`src/hdl/thp_pkg.sv`:
```
// shared types and constants for the tracker module header parser
package thp_pkg;

    localparam int OFF_W         = 33;
    localparam int QUEUE_DEPTH   = 2;

    localparam logic [OFF_W-1:0] OFF_MAX       = {OFF_W{1'b1}};
    localparam logic [OFF_W-1:0] MAGIC_LEN     = 33'd17;
    localparam logic [OFF_W-1:0] XM_TITLE_LO   = 33'd17;
    localparam logic [OFF_W-1:0] XM_TITLE_HI   = 33'd36;
    localparam logic [OFF_W-1:0] MOD_TITLE_LEN = 33'd20;
    localparam logic [OFF_W-1:0] OFF_EOF_MARK  = 33'd37;
    localparam logic [OFF_W-1:0] OFF_VERSION   = 33'd58;
    localparam logic [OFF_W-1:0] OFF_HDR_LEN   = 33'd60;
    localparam logic [OFF_W-1:0] OFF_SONG_LEN  = 33'd64;
    localparam logic [OFF_W-1:0] OFF_CHANNELS  = 33'd68;
    localparam logic [OFF_W-1:0] OFF_PATTERNS  = 33'd70;
    localparam logic [OFF_W-1:0] OFF_INSTR     = 33'd72;
    localparam logic [OFF_W-1:0] OFF_ORD_CNT   = 33'd950;
    localparam logic [OFF_W-1:0] OFF_ORD_TAB   = 33'd952;
    localparam logic [OFF_W-1:0] OFF_SIG       = 33'd1080;
    // size limits expressed as last-byte offset (size minus one)
    localparam logic [OFF_W-1:0] XM_MIN_LAST   = 33'd79;
    localparam logic [OFF_W-1:0] MOD_MIN_LAST  = 33'd1083;
    localparam logic [OFF_W-1:0] HDR_BASE_LAST = 33'd59;

    localparam logic [7:0]  EOF_MARK       = 8'h1A;
    localparam logic [31:0] HDR_LEN_MIN    = 32'd20;
    localparam logic [7:0]  ORD_TAB_LEN    = 8'd128;
    localparam logic [15:0] MOD_INSTR      = 16'd31;

    typedef enum logic [1:0] {
        ST_OK      = 2'd0,
        ST_UNSUP   = 2'd1,
        ST_TRUNC   = 2'd2,
        ST_INVALID = 2'd3
    } status_t;

    typedef enum logic [1:0] {
        FMT_NONE = 2'd0,
        FMT_XM   = 2'd1,
        FMT_MOD  = 2'd2
    } format_t;

    // header summary handed from the capture front to the decision back
    typedef struct packed {
        logic [OFF_W-1:0] last_off;
        logic             xm_match;
        logic             eof_ok;
        logic [31:0]      hdr_len;
        logic [15:0]      version;
        logic [15:0]      xm_song_len;
        logic [15:0]      xm_channels;
        logic [15:0]      xm_patterns;
        logic [15:0]      xm_instr;
        logic [4:0]       xm_title_end;
        logic [4:0]       mod_title_end;
        logic [31:0]      mod_sig;
        logic [7:0]       mod_ord_cnt;
        logic [7:0]       ord_max;
    } hdr_rec_t;

endpackage

```
`src/hdl/thp_front.sv`:
```
// capture front: counts bytes and captures header fields at fixed offsets
module thp_front (
    input  logic             clk,
    input  logic             rst_n,
    input  logic [7:0]       data_byte,
    input  logic             last_byte,
    input  logic             in_valid,
    output logic             in_ready,
    input  logic             q_full,
    output logic             push,
    output thp_pkg::hdr_rec_t rec
);
    import thp_pkg::*;

    logic [OFF_W-1:0] off_reg, off_next;
    logic             match_reg, match_next;
    logic             eof_reg, eof_next;
    logic [31:0]      hdr_len_reg, hdr_len_next;
    logic [15:0]      version_reg, version_next;
    logic [15:0]      song_reg, song_next;
    logic [15:0]      chan_reg, chan_next;
    logic [15:0]      pat_reg, pat_next;
    logic [15:0]      instr_reg, instr_next;
    logic [4:0]       xm_title_reg, xm_title_next;
    logic [4:0]       mod_title_reg, mod_title_next;
    logic [31:0]      sig_reg, sig_next;
    logic [7:0]       ord_cnt_reg, ord_cnt_next;
    logic [7:0]       ord_max_reg, ord_max_next;

    hdr_rec_t cap;
    logic     accept;
    logic     blank;
    logic [7:0] ord_len;
    logic [6:0] ord_idx;

    function automatic logic [7:0] magic_char(input logic [4:0] idx);
        logic [7:0] c;
        case (idx)
            5'd0:    c = "E";
            5'd1:    c = "x";
            5'd2:    c = "t";
            5'd3:    c = "e";
            5'd4:    c = "n";
            5'd5:    c = "d";
            5'd6:    c = "e";
            5'd7:    c = "d";
            5'd8:    c = " ";
            5'd9:    c = "M";
            5'd10:   c = "o";
            5'd11:   c = "d";
            5'd12:   c = "u";
            5'd13:   c = "l";
            5'd14:   c = "e";
            5'd15:   c = ":";
            5'd16:   c = " ";
            default: c = 8'h00;
        endcase
        return c;
    endfunction

    assign in_ready = !q_full;
    assign accept   = in_valid && in_ready;
    assign push     = accept && last_byte;
    assign rec      = cap;

    always_comb
    begin
        blank   = (data_byte == 8'h00) || (data_byte == 8'h20);
        ord_len = ((ord_cnt_reg == 8'd0) || (ord_cnt_reg > ORD_TAB_LEN)) ? ORD_TAB_LEN
                                                                          : ord_cnt_reg;
        ord_idx = 7'(off_reg - OFF_ORD_TAB);

        cap.last_off      = off_reg;
        cap.xm_match      = match_reg;
        cap.eof_ok        = eof_reg;
        cap.hdr_len       = hdr_len_reg;
        cap.version       = version_reg;
        cap.xm_song_len   = song_reg;
        cap.xm_channels   = chan_reg;
        cap.xm_patterns   = pat_reg;
        cap.xm_instr      = instr_reg;
        cap.xm_title_end  = xm_title_reg;
        cap.mod_title_end = mod_title_reg;
        cap.mod_sig       = sig_reg;
        cap.mod_ord_cnt   = ord_cnt_reg;
        cap.ord_max       = ord_max_reg;

        if ((off_reg < MAGIC_LEN) && (data_byte != magic_char(off_reg[4:0])))
            cap.xm_match = 1'b0;
        if ((off_reg >= XM_TITLE_LO) && (off_reg <= XM_TITLE_HI) && !blank)
            cap.xm_title_end = 5'(off_reg[5:0] - 6'd16);
        if ((off_reg < MOD_TITLE_LEN) && !blank)
            cap.mod_title_end = 5'(off_reg[4:0] + 5'd1);
        if (off_reg == OFF_EOF_MARK)
            cap.eof_ok = (data_byte == EOF_MARK);
        if (off_reg == OFF_VERSION)          cap.version[7:0]      = data_byte;
        if (off_reg == OFF_VERSION + 33'd1)  cap.version[15:8]     = data_byte;
        if (off_reg == OFF_HDR_LEN)          cap.hdr_len[7:0]      = data_byte;
        if (off_reg == OFF_HDR_LEN + 33'd1)  cap.hdr_len[15:8]     = data_byte;
        if (off_reg == OFF_HDR_LEN + 33'd2)  cap.hdr_len[23:16]    = data_byte;
        if (off_reg == OFF_HDR_LEN + 33'd3)  cap.hdr_len[31:24]    = data_byte;
        if (off_reg == OFF_SONG_LEN)         cap.xm_song_len[7:0]  = data_byte;
        if (off_reg == OFF_SONG_LEN + 33'd1) cap.xm_song_len[15:8] = data_byte;
        if (off_reg == OFF_CHANNELS)         cap.xm_channels[7:0]  = data_byte;
        if (off_reg == OFF_CHANNELS + 33'd1) cap.xm_channels[15:8] = data_byte;
        if (off_reg == OFF_PATTERNS)         cap.xm_patterns[7:0]  = data_byte;
        if (off_reg == OFF_PATTERNS + 33'd1) cap.xm_patterns[15:8] = data_byte;
        if (off_reg == OFF_INSTR)            cap.xm_instr[7:0]     = data_byte;
        if (off_reg == OFF_INSTR + 33'd1)    cap.xm_instr[15:8]    = data_byte;
        if (off_reg == OFF_ORD_CNT)
            cap.mod_ord_cnt = data_byte;
        // only the order entries the song uses count toward the maximum
        if ((off_reg >= OFF_ORD_TAB) && (off_reg < OFF_SIG) &&
            ({1'b0, ord_idx} < ord_len) && (data_byte > ord_max_reg))
            cap.ord_max = data_byte;
        if (off_reg == OFF_SIG)              cap.mod_sig[7:0]      = data_byte;
        if (off_reg == OFF_SIG + 33'd1)      cap.mod_sig[15:8]     = data_byte;
        if (off_reg == OFF_SIG + 33'd2)      cap.mod_sig[23:16]    = data_byte;
        if (off_reg == OFF_SIG + 33'd3)      cap.mod_sig[31:24]    = data_byte;

        off_next       = off_reg;
        match_next     = match_reg;
        eof_next       = eof_reg;
        hdr_len_next   = hdr_len_reg;
        version_next   = version_reg;
        song_next      = song_reg;
        chan_next      = chan_reg;
        pat_next       = pat_reg;
        instr_next     = instr_reg;
        xm_title_next  = xm_title_reg;
        mod_title_next = mod_title_reg;
        sig_next       = sig_reg;
        ord_cnt_next   = ord_cnt_reg;
        ord_max_next   = ord_max_reg;

        if (accept)
        begin
            if (last_byte)
            begin
                // start over for the next file
                off_next       = '0;
                match_next     = 1'b1;
                eof_next       = 1'b0;
                hdr_len_next   = '0;
                version_next   = '0;
                song_next      = '0;
                chan_next      = '0;
                pat_next       = '0;
                instr_next     = '0;
                xm_title_next  = '0;
                mod_title_next = '0;
                sig_next       = '0;
                ord_cnt_next   = '0;
                ord_max_next   = '0;
            end
            else
            begin
                off_next       = (off_reg == OFF_MAX) ? off_reg : off_reg + 33'd1;
                match_next     = cap.xm_match;
                eof_next       = cap.eof_ok;
                hdr_len_next   = cap.hdr_len;
                version_next   = cap.version;
                song_next      = cap.xm_song_len;
                chan_next      = cap.xm_channels;
                pat_next       = cap.xm_patterns;
                instr_next     = cap.xm_instr;
                xm_title_next  = cap.xm_title_end;
                mod_title_next = cap.mod_title_end;
                sig_next       = cap.mod_sig;
                ord_cnt_next   = cap.mod_ord_cnt;
                ord_max_next   = cap.ord_max;
            end
        end
    end

    always_ff @(posedge clk or negedge rst_n)
    begin
        if (!rst_n)
        begin
            off_reg       <= '0;
            match_reg     <= 1'b1;
            eof_reg       <= 1'b0;
            hdr_len_reg   <= '0;
            version_reg   <= '0;
            song_reg      <= '0;
            chan_reg      <= '0;
            pat_reg       <= '0;
            instr_reg     <= '0;
            xm_title_reg  <= '0;
            mod_title_reg <= '0;
            sig_reg       <= '0;
            ord_cnt_reg   <= '0;
            ord_max_reg   <= '0;
        end
        else
        begin
            off_reg       <= off_next;
            match_reg     <= match_next;
            eof_reg       <= eof_next;
            hdr_len_reg   <= hdr_len_next;
            version_reg   <= version_next;
            song_reg      <= song_next;
            chan_reg      <= chan_next;
            pat_reg       <= pat_next;
            instr_reg     <= instr_next;
            xm_title_reg  <= xm_title_next;
            mod_title_reg <= mod_title_next;
            sig_reg       <= sig_next;
            ord_cnt_reg   <= ord_cnt_next;
            ord_max_reg   <= ord_max_next;
        end
    end

endmodule

```
`src/hdl/thp_queue.sv`:
```
// short queue of header summaries between the capture front and the decision back
module thp_queue #(
    parameter int DEPTH = thp_pkg::QUEUE_DEPTH
) (
    input  logic              clk,
    input  logic              rst_n,
    input  logic              push,
    input  thp_pkg::hdr_rec_t push_rec,
    input  logic              pop,
    output logic              full,
    output logic              not_empty,
    output thp_pkg::hdr_rec_t head_rec
);
    import thp_pkg::*;

    localparam int PTR_W = (DEPTH > 1) ? $clog2(DEPTH) : 1;
    localparam int CNT_W = $clog2(DEPTH + 1);
    localparam logic [PTR_W-1:0] PTR_LAST = PTR_W'(DEPTH - 1);
    localparam logic [CNT_W-1:0] CNT_FULL = CNT_W'(DEPTH);

    hdr_rec_t         slot_reg [DEPTH];
    logic [PTR_W-1:0] wr_ptr_reg, wr_ptr_next;
    logic [PTR_W-1:0] rd_ptr_reg, rd_ptr_next;
    logic [CNT_W-1:0] count_reg, count_next;

    assign full      = (count_reg == CNT_FULL);
    assign not_empty = (count_reg != '0);
    assign head_rec  = slot_reg[rd_ptr_reg];

    always_comb
    begin
        wr_ptr_next = wr_ptr_reg;
        rd_ptr_next = rd_ptr_reg;
        count_next  = count_reg;
        if (push)
            wr_ptr_next = (wr_ptr_reg == PTR_LAST) ? '0 : wr_ptr_reg + PTR_W'(1);
        if (pop)
            rd_ptr_next = (rd_ptr_reg == PTR_LAST) ? '0 : rd_ptr_reg + PTR_W'(1);
        if (push && !pop)
            count_next = count_reg + CNT_W'(1);
        else if (pop && !push)
            count_next = count_reg - CNT_W'(1);
    end

    always_ff @(posedge clk)
    begin
        if (push)
            slot_reg[wr_ptr_reg] <= push_rec;
    end

    always_ff @(posedge clk or negedge rst_n)
    begin
        if (!rst_n)
        begin
            wr_ptr_reg <= '0;
            rd_ptr_reg <= '0;
            count_reg  <= '0;
        end
        else
        begin
            wr_ptr_reg <= wr_ptr_next;
            rd_ptr_reg <= rd_ptr_next;
            count_reg  <= count_next;
        end
    end

    a_no_overflow: assert property (@(posedge clk) disable iff (!rst_n)
        push |-> (!full || pop))
        else $error("summary pushed into a full queue");

    a_no_underflow: assert property (@(posedge clk) disable iff (!rst_n)
        pop |-> not_empty)
        else $error("summary popped from an empty queue");

    a_count_tracks: assert property (@(posedge clk) disable iff (!rst_n)
        (push && !pop) |=> (count_reg == $past(count_reg) + CNT_W'(1)))
        else $error("queue fill count out of step with pushes");

endmodule

```
`src/hdl/thp_back.sv`:
```
// decision back: classifies a header summary and holds the result beat
module thp_back (
    input  logic              clk,
    input  logic              rst_n,
    input  logic              q_not_empty,
    input  thp_pkg::hdr_rec_t head_rec,
    output logic              pop,
    output logic [1:0]        status,
    output logic [1:0]        format_kind,
    output logic [7:0]        ver_high,
    output logic [7:0]        ver_low,
    output logic [15:0]       order_len,
    output logic [15:0]       channels,
    output logic [15:0]       patterns,
    output logic [15:0]       instruments,
    output logic [4:0]        title_length,
    output logic              out_valid,
    input  logic              out_ready
);
    import thp_pkg::*;

    typedef struct packed {
        status_t     st;
        format_t     fmt;
        logic [7:0]  ver_major;
        logic [7:0]  ver_minor;
        logic [15:0] song_len;
        logic [15:0] chans;
        logic [15:0] pats;
        logic [15:0] instr;
        logic [4:0]  title_len;
    } res_t;

    res_t             res, res_reg;
    logic             valid_reg, valid_next;
    logic [OFF_W-1:0] xm_need;
    logic [7:0]       s0, s1, s2, s3;

    function automatic logic is_dec(input logic [7:0] c);
        return (c >= "0") && (c <= "9");
    endfunction

    function automatic logic is_print(input logic [7:0] c);
        return (c >= 8'd32) && (c <= 8'd126);
    endfunction

    function automatic logic sig_is(input logic [31:0] sig, input logic [31:0] txt);
        // txt is written first character high, signature holds first byte low
        return (sig[7:0] == txt[31:24]) && (sig[15:8] == txt[23:16]) &&
               (sig[23:16] == txt[15:8]) && (sig[31:24] == txt[7:0]);
    endfunction

    function automatic logic [15:0] decode_chans(input logic [31:0] sig);
        logic [7:0]  c0, c1, c2, c3;
        logic [15:0] n;
        c0 = sig[7:0];
        c1 = sig[15:8];
        c2 = sig[23:16];
        c3 = sig[31:24];
        n  = 16'd0;
        if (sig_is(sig, "M.K.") || sig_is(sig, "M!K!") ||
            sig_is(sig, "FLT4") || sig_is(sig, "4CHN"))
            n = 16'd4;
        else if (sig_is(sig, "FLT8") || sig_is(sig, "8CHN") ||
                 sig_is(sig, "OKTA") || sig_is(sig, "CD81"))
            n = 16'd8;
        else if (is_dec(c0) && is_dec(c1) && (c2 == "C") && ((c3 == "H") || (c3 == "N")))
            n = 16'(c0[3:0]) * 16'd10 + 16'(c1[3:0]);
        else if (is_dec(c0) && (c1 == "C") && ((c2 == "H") || (c2 == "N")))
            n = 16'(c0[3:0]);
        return n;
    endfunction

    assign s0 = head_rec.mod_sig[7:0];
    assign s1 = head_rec.mod_sig[15:8];
    assign s2 = head_rec.mod_sig[23:16];
    assign s3 = head_rec.mod_sig[31:24];

    // header must end within the file: last offset at least 59 plus header length
    assign xm_need = {1'b0, head_rec.hdr_len} + HDR_BASE_LAST;

    assign pop = q_not_empty && (!valid_reg || out_ready);

    always_comb
    begin
        res     = '0;
        res.st  = ST_OK;
        res.fmt = FMT_NONE;
        if (head_rec.last_off < XM_MIN_LAST)
            res.st = ST_TRUNC;
        else if (head_rec.xm_match)
        begin
            if (!head_rec.eof_ok || (head_rec.hdr_len < HDR_LEN_MIN))
                res.st = ST_INVALID;
            else if (head_rec.last_off < xm_need)
                res.st = ST_TRUNC;
            else
            begin
                res.fmt       = FMT_XM;
                res.ver_major = head_rec.version[15:8];
                res.ver_minor = head_rec.version[7:0];
                res.song_len  = head_rec.xm_song_len;
                res.chans     = head_rec.xm_channels;
                res.pats      = head_rec.xm_patterns;
                res.instr     = head_rec.xm_instr;
                res.title_len = head_rec.xm_title_end;
            end
        end
        else if (head_rec.last_off < MOD_MIN_LAST)
            res.st = ST_TRUNC;
        else if (!(is_print(s0) && is_print(s1) && is_print(s2) && is_print(s3)))
            res.st = ST_UNSUP;
        else
        begin
            res.fmt       = FMT_MOD;
            res.song_len  = {8'd0, head_rec.mod_ord_cnt};
            res.chans     = decode_chans(head_rec.mod_sig);
            res.pats      = {8'd0, head_rec.ord_max} + 16'd1;
            res.instr     = MOD_INSTR;
            res.title_len = head_rec.mod_title_end;
        end
    end

    always_comb
    begin
        valid_next = valid_reg;
        if (pop)
            valid_next = 1'b1;
        else if (out_ready)
            valid_next = 1'b0;
    end

    always_ff @(posedge clk or negedge rst_n)
    begin
        if (!rst_n)
            valid_reg <= 1'b0;
        else
            valid_reg <= valid_next;
    end

    always_ff @(posedge clk)
    begin
        if (pop)
            res_reg <= res;
    end

    assign out_valid    = valid_reg;
    assign status       = res_reg.st;
    assign format_kind  = res_reg.fmt;
    assign ver_high     = res_reg.ver_major;
    assign ver_low      = res_reg.ver_minor;
    assign order_len    = res_reg.song_len;
    assign channels     = res_reg.chans;
    assign patterns     = res_reg.pats;
    assign instruments  = res_reg.instr;
    assign title_length = res_reg.title_len;

    a_fail_no_format: assert property (@(posedge clk) disable iff (!rst_n)
        (valid_reg && (res_reg.st != ST_OK)) |-> (res_reg.fmt == FMT_NONE))
        else $error("failed result carries a format");

    a_fail_zero_fields: assert property (@(posedge clk) disable iff (!rst_n)
        (valid_reg && (res_reg.st != ST_OK)) |->
        ((res_reg.song_len == '0) && (res_reg.chans == '0) && (res_reg.pats == '0) &&
         (res_reg.instr == '0) && (res_reg.title_len == '0)))
        else $error("failed result carries nonzero fields");

    a_mod_fixed: assert property (@(posedge clk) disable iff (!rst_n)
        (valid_reg && (res_reg.fmt == FMT_MOD)) |->
        ((res_reg.instr == MOD_INSTR) && (res_reg.ver_major == '0) && (res_reg.pats != '0)))
        else $error("mod result with bad fixed fields");

endmodule

```
`src/hdl/tracker_module_header_parser.sv`:
```
// top level: tracker module header parser, capture front, summary queue, decision back
// throughput: one data byte accepted every cycle while the summary queue has room
// out_valid rises once a file's summary has passed the queue and the output register
// the back empties the queue one summary per cycle whenever the output register frees up
// a stalled result holds in the output register; the next file enters until the queue fills
// reset: rst_n async active low clears the byte counter, captured fields, queue and out_valid
module tracker_module_header_parser #(
    parameter int QUEUE_DEPTH = thp_pkg::QUEUE_DEPTH
) (
    input  logic        clk,
    input  logic        rst_n,
    input  logic [7:0]  data_byte,
    input  logic        last_byte,
    input  logic        in_valid,
    output logic        in_ready,
    output logic [1:0]  status,
    output logic [1:0]  format_kind,
    output logic [7:0]  ver_high,
    output logic [7:0]  ver_low,
    output logic [15:0] order_len,
    output logic [15:0] channels,
    output logic [15:0] patterns,
    output logic [15:0] instruments,
    output logic [4:0]  title_length,
    output logic        out_valid,
    input  logic        out_ready
);
    import thp_pkg::*;

    // summary of one file, captured as its last beat is taken
    hdr_rec_t push_rec;
    hdr_rec_t head_rec;
    logic     push;
    logic     pop;
    logic     q_full;
    logic     q_not_empty;

    // front: byte counter and field capture, stalls only on a full queue
    thp_front u_front (
        .clk       (clk),
        .rst_n     (rst_n),
        .data_byte (data_byte),
        .last_byte (last_byte),
        .in_valid  (in_valid),
        .in_ready  (in_ready),
        .q_full    (q_full),
        .push      (push),
        .rec       (push_rec)
    );

    // queue decouples the byte stream from result back pressure
    thp_queue #(
        .DEPTH (QUEUE_DEPTH)
    ) u_queue (
        .clk       (clk),
        .rst_n     (rst_n),
        .push      (push),
        .push_rec  (push_rec),
        .pop       (pop),
        .full      (q_full),
        .not_empty (q_not_empty),
        .head_rec  (head_rec)
    );

    // back: xm then mod classification into the output register
    thp_back u_back (
        .clk          (clk),
        .rst_n        (rst_n),
        .q_not_empty  (q_not_empty),
        .head_rec     (head_rec),
        .pop          (pop),
        .status       (status),
        .format_kind  (format_kind),
        .ver_high     (ver_high),
        .ver_low      (ver_low),
        .order_len    (order_len),
        .channels     (channels),
        .patterns     (patterns),
        .instruments  (instruments),
        .title_length (title_length),
        .out_valid    (out_valid),
        .out_ready    (out_ready)
    );

endmodule
```
`config.mk`:
```
export PLATFORM = sky130hd
export DESIGN_NAME = tracker_module_header_parser
export DESIGN_NICKNAME = d
export VERILOG_FILES = /design/src/hdl/thp_pkg.sv /design/src/hdl/thp_front.sv /design/src/hdl/thp_queue.sv /design/src/hdl/thp_back.sv /design/src/hdl/tracker_module_header_parser.sv
export SDC_FILE = /design/constraint.sdc
export NUM_CORES = 1
export LEC_CHECK = 0
export BUFFER_PORTS_ARGS = -buffer_cell sky130_fd_sc_hd__buf_2
export CORE_MARGIN = 4
export CORE_UTILIZATION = 35
export DETAILED_ROUTE_END_ITERATION = 6
export PLACE_DENSITY = 0.58
export SYNTH_ARGS = -nofsm -noshare
export SYNTH_HDL_FRONTEND = slang
export SYNTH_HIERARCHICAL = 1
export SYNTH_SLANG_ARGS = --single-unit
export TNS_END_PERCENT = 50
```
`constraint.sdc`:
```
create_clock -name clk -period 32.5 [get_ports clk]
set_input_delay 3.25 -clock clk [delete_from_list [all_inputs] [get_ports clk]]
set_output_delay 3.25 -clock clk [all_outputs]
set_load 0.03 [all_outputs]
```
==> impl_metrics.env <==
export IMPL_end_kind="register"
export IMPL_diodes=0
export IMPL_avgSynthCellArea_um2=12.96
export IMPL_synthCells=2559
export IMPL_clock_latency_ps=630
export IMPL_peakVddDrop_mv=0.06812
export IMPL_skew_ps=23.25
export IMPL_crit_cells=7
export IMPL_critical_path_max_stage_delay_ps=820
export IMPL_grt_max_degree=124
export IMPL_cts_buffers=78
export IMPL_synth_edf_count=499
export IMPL_cp_required_ps=32750
export IMPL_vias_per_cell=5.488
export IMPL_ys_warnings_count=6
export IMPL_post_drt_wl_per_cell_um=21.61
export IMPL_layout_drive_gt1_share_pct=19.11
export IMPL_start_util_pct=35.44
export IMPL_syn_area_mm2=0.03317
export IMPL_hold_ws_ps=481.4
export IMPL_wirelength_um=84990
export IMPL_wl_met2_um=39810
export IMPL_fmaxAchievable_mhz=157.6
export IMPL_r2r_setup_slack_ps=26430
export IMPL_cts_sinks=709
export IMPL_yosysSeqAreaShare_pct=61.02
export IMPL_fin_nets=2696
export IMPL_tritoncts="built"
export IMPL_maxCapViolCount=0
export IMPL_cpMostUsedCell="buf_4"
export IMPL_fin_crit_sh_pct=19.52
export IMPL_port_buffers=103
export IMPL_cts_root_buf="clkbuf_16"
export IMPL_status="finished, final reports clean"
export IMPL_powerDensity_mw_per_mm2=91.67
export IMPL_cp_start_kind="input port"
export IMPL_slowest_stage="buf_4"
export IMPL_drt_met1_wl_um=37510
export IMPL_worstMarginPinSlew_ps=1188
export IMPL_slew_viol_final=0
export IMPL_drt_iter0_drc=2190
export IMPL_grt_overflow_total=0
export IMPL_cts_setup_buffers=0
export IMPL_critical_path_endpoint="u_queue/slot_reg[0][97]$_DFFE_PP_"
export IMPL_rsz0062_at_grt="false"
export IMPL_cp_max_fo=81
export IMPL_die_area_mm2=0.09977
export IMPL_io_pins=104
export IMPL_grt_usage_pct=16.68
export IMPL_nFillCells=8763
export IMPL_finalHoldViolCount=0
export IMPL_largest_register_ff_count=410
export IMPL_grt_pass1_wl_um=128800
export IMPL_synthArstFlopShare_pct=29.62
export IMPL_setup_viol=0
export IMPL_cts_resized=0
export IMPL_drcViolationCount=0
export IMPL_hpwl_um=54110
export IMPL_gp_congestion=0.8767
export IMPL_cts_max_level=3
export IMPL_synth_nets=2640
export IMPL_grt_pass1_vias=21280
export IMPL_clockBufferDepth=3
export IMPL_r2r_start="u_queue/rd_ptr_reg$_DFFE_PN0P_"
export IMPL_final_min_clock_period_ps=6345
export IMPL_postCtsHoldBufs=0
export IMPL_critPathLaunch="in_valid"
export IMPL_first_pass_iters=6
export IMPL_path_clk_slew_ps=60
export IMPL_max_slew_margin_rel_pct=20.81
export IMPL_holdCritPathClass="register to register"
export IMPL_timing_rr_end="u_back/patterns[0]$_SDFFCE_PP0P_"
export IMPL_highest_layer="met4"
export IMPL_vias=21580
export IMPL_synthFlopType="edfxtp_1"
export IMPL_routed_wl_met3_um=5166
export IMPL_leakage_nw=14.32
export IMPL_cp_cell_sequence="buf_2 > nand2b_4 > nor2_2 > buf_4 > nor2b_4 > buf_4 > buf_4"
export IMPL_worstSetupPathType="input port to register"
export IMPL_rows=112
export IMPL_synthDistinctLibCells=91
export IMPL_areaGrowthSynthToFinish_pct=12.66
export IMPL_antenna_left=0
export IMPL_r2r_cells=15
export IMPL_cp_num_buf_inv=4
export IMPL_antenna_found_initial=1
export IMPL_crit_family="buffers and inverters"
export IMPL_die_w_um=315.9
export IMPL_ys_ff_latch=709
export IMPL_coreArea_mm2=0.09361
export IMPL_crit_arrival_ps=6590
export IMPL_fin_setup_tns_ps=0
export IMPL_dieHeight_um=315.9
-- metrics by stage --
step / power [mW] / instances / setup WS, ps / util, % / cell area [um2]
floorplan: 2.259 / 2559 / 18140 / - / 33170
global placement: 2.503 / 3789 / 25500 / 37.12 / 34740
detailed placement: 2.551 / 3789 / 25460 / 37.12 / 34740
CTS: 3.450 / 3933 / 26120 / 39.92 / 37370
global route: 3.608 / 3933 / 25890 / 39.92 / 37370
finish: 3.426 / 3933 / 26150 / 39.92 / 37370
-- routing by layer --
layer	vias up	track usage, %
li1	9771	-
met4	0	5.419
met2	826	26.93
met3	158	2.412
met1	10830	23.25
met5	-	0
-- cells in the final DEF (no fill, tap or decap), types with 67 or more instances in the layout --
cell type	synthesis	layout
o21ai_0	199	199
clkbuf_16	0	81
nand2_1	391	391
nand3_1	67	67
o221ai_1	112	112
edfxtp_1	499	499
buf_2	20	101
mux2_2	67	67
dfrtp_1	209	208
mux2_4	140	140
-- worst min path at each step --
| stage | startpoint | to | slack (ps) | cells past startpoint |
|---|---|---|---|---|
| 4_1_cts | u_queue/count_reg[1]$_DFFE_PN0P_ | u_queue/count_reg[1]$_DFFE_PN0P_ | 480 | 1 |
| 2_1_floorplan | u_front/off_reg[5]$_DFFE_PN0P_ | u_queue/slot_reg[0][177]$_DFFE_PP_ | 440 | 0 |
| 5_1_grt | u_queue/count_reg[1]$_DFFE_PN0P_ | u_queue/count_reg[1]$_DFFE_PN0P_ | 500 | 1 |
| 3_3_place_gp | u_front/pat_reg[11]$_DFFE_PN0P_ | u_front/pat_reg[11]$_DFFE_PN0P_ | 470 | 2 |
| 3_5_place_dp | u_queue/count_reg[1]$_DFFE_PN0P_ | u_queue/count_reg[1]$_DFFE_PN0P_ | 460 | 1 |
| 6_report | u_queue/count_reg[1]$_DFFE_PN0P_ | u_queue/count_reg[1]$_DFFE_PN0P_ | 480 | 1 |
-- cell usage after synthesis (52+ instances only) --
cell type	instances	area [um2]
and2_1	52	325.3
clkbuf_1	107	401.6
ha_1	66	825.8
o21ai_0	199	996.0
mux2_4	140	2102
mux2_2	67	754.5
nand2_1	391	1468
o221ai_1	112	980.9
edfxtp_1	499	14980
nor2_1	64	240.2
dfrtp_1	209	5230
nand3_1	67	335.3
-- layout make-up --
class	instances	area [um2]	share of cell area, %
Timing Repair Buffer	135	779.5	2.086
Clock buffer	107	2215	5.926
Inverter	42	157.7	0.4219
Multi-Input combinational cell	1649	11990	32.09
Sequential cell	709	20240	54.17
Clock inverter	37	411.6	1.102
Tap cell	1254	1569	4.198
-- where the power goes --
group | switching, mW | leakage (nW) | internal, mW | total (mW)
Sequential | 0.115 | 7.39 | 1.28 | 1.39
Combinational | 0.704 | 5.63 | 0.436 | 1.14
Clock | 0.362 | 1.29 | 0.529 | 0.891
Total | 1.18 | 14.3 | 2.25 | 3.43
-- cells by family (layout without fill, tap and decap cells) --
group | Yosys count | count (layout) | share of synthesized area [%]
simple gates | 791 | 791 | 12.00
flops | 709 | 709 | 61.02
compound gates | 501 | 501 | 10.60
fa+ha+maj | 68 | 68 | 2.610
mux | 210 | 210 | 8.739
xor+xnor | 79 | 79 | 2.086
buf+inv | 201 | 321 | 2.953
(Power assumes the default switching activity.)
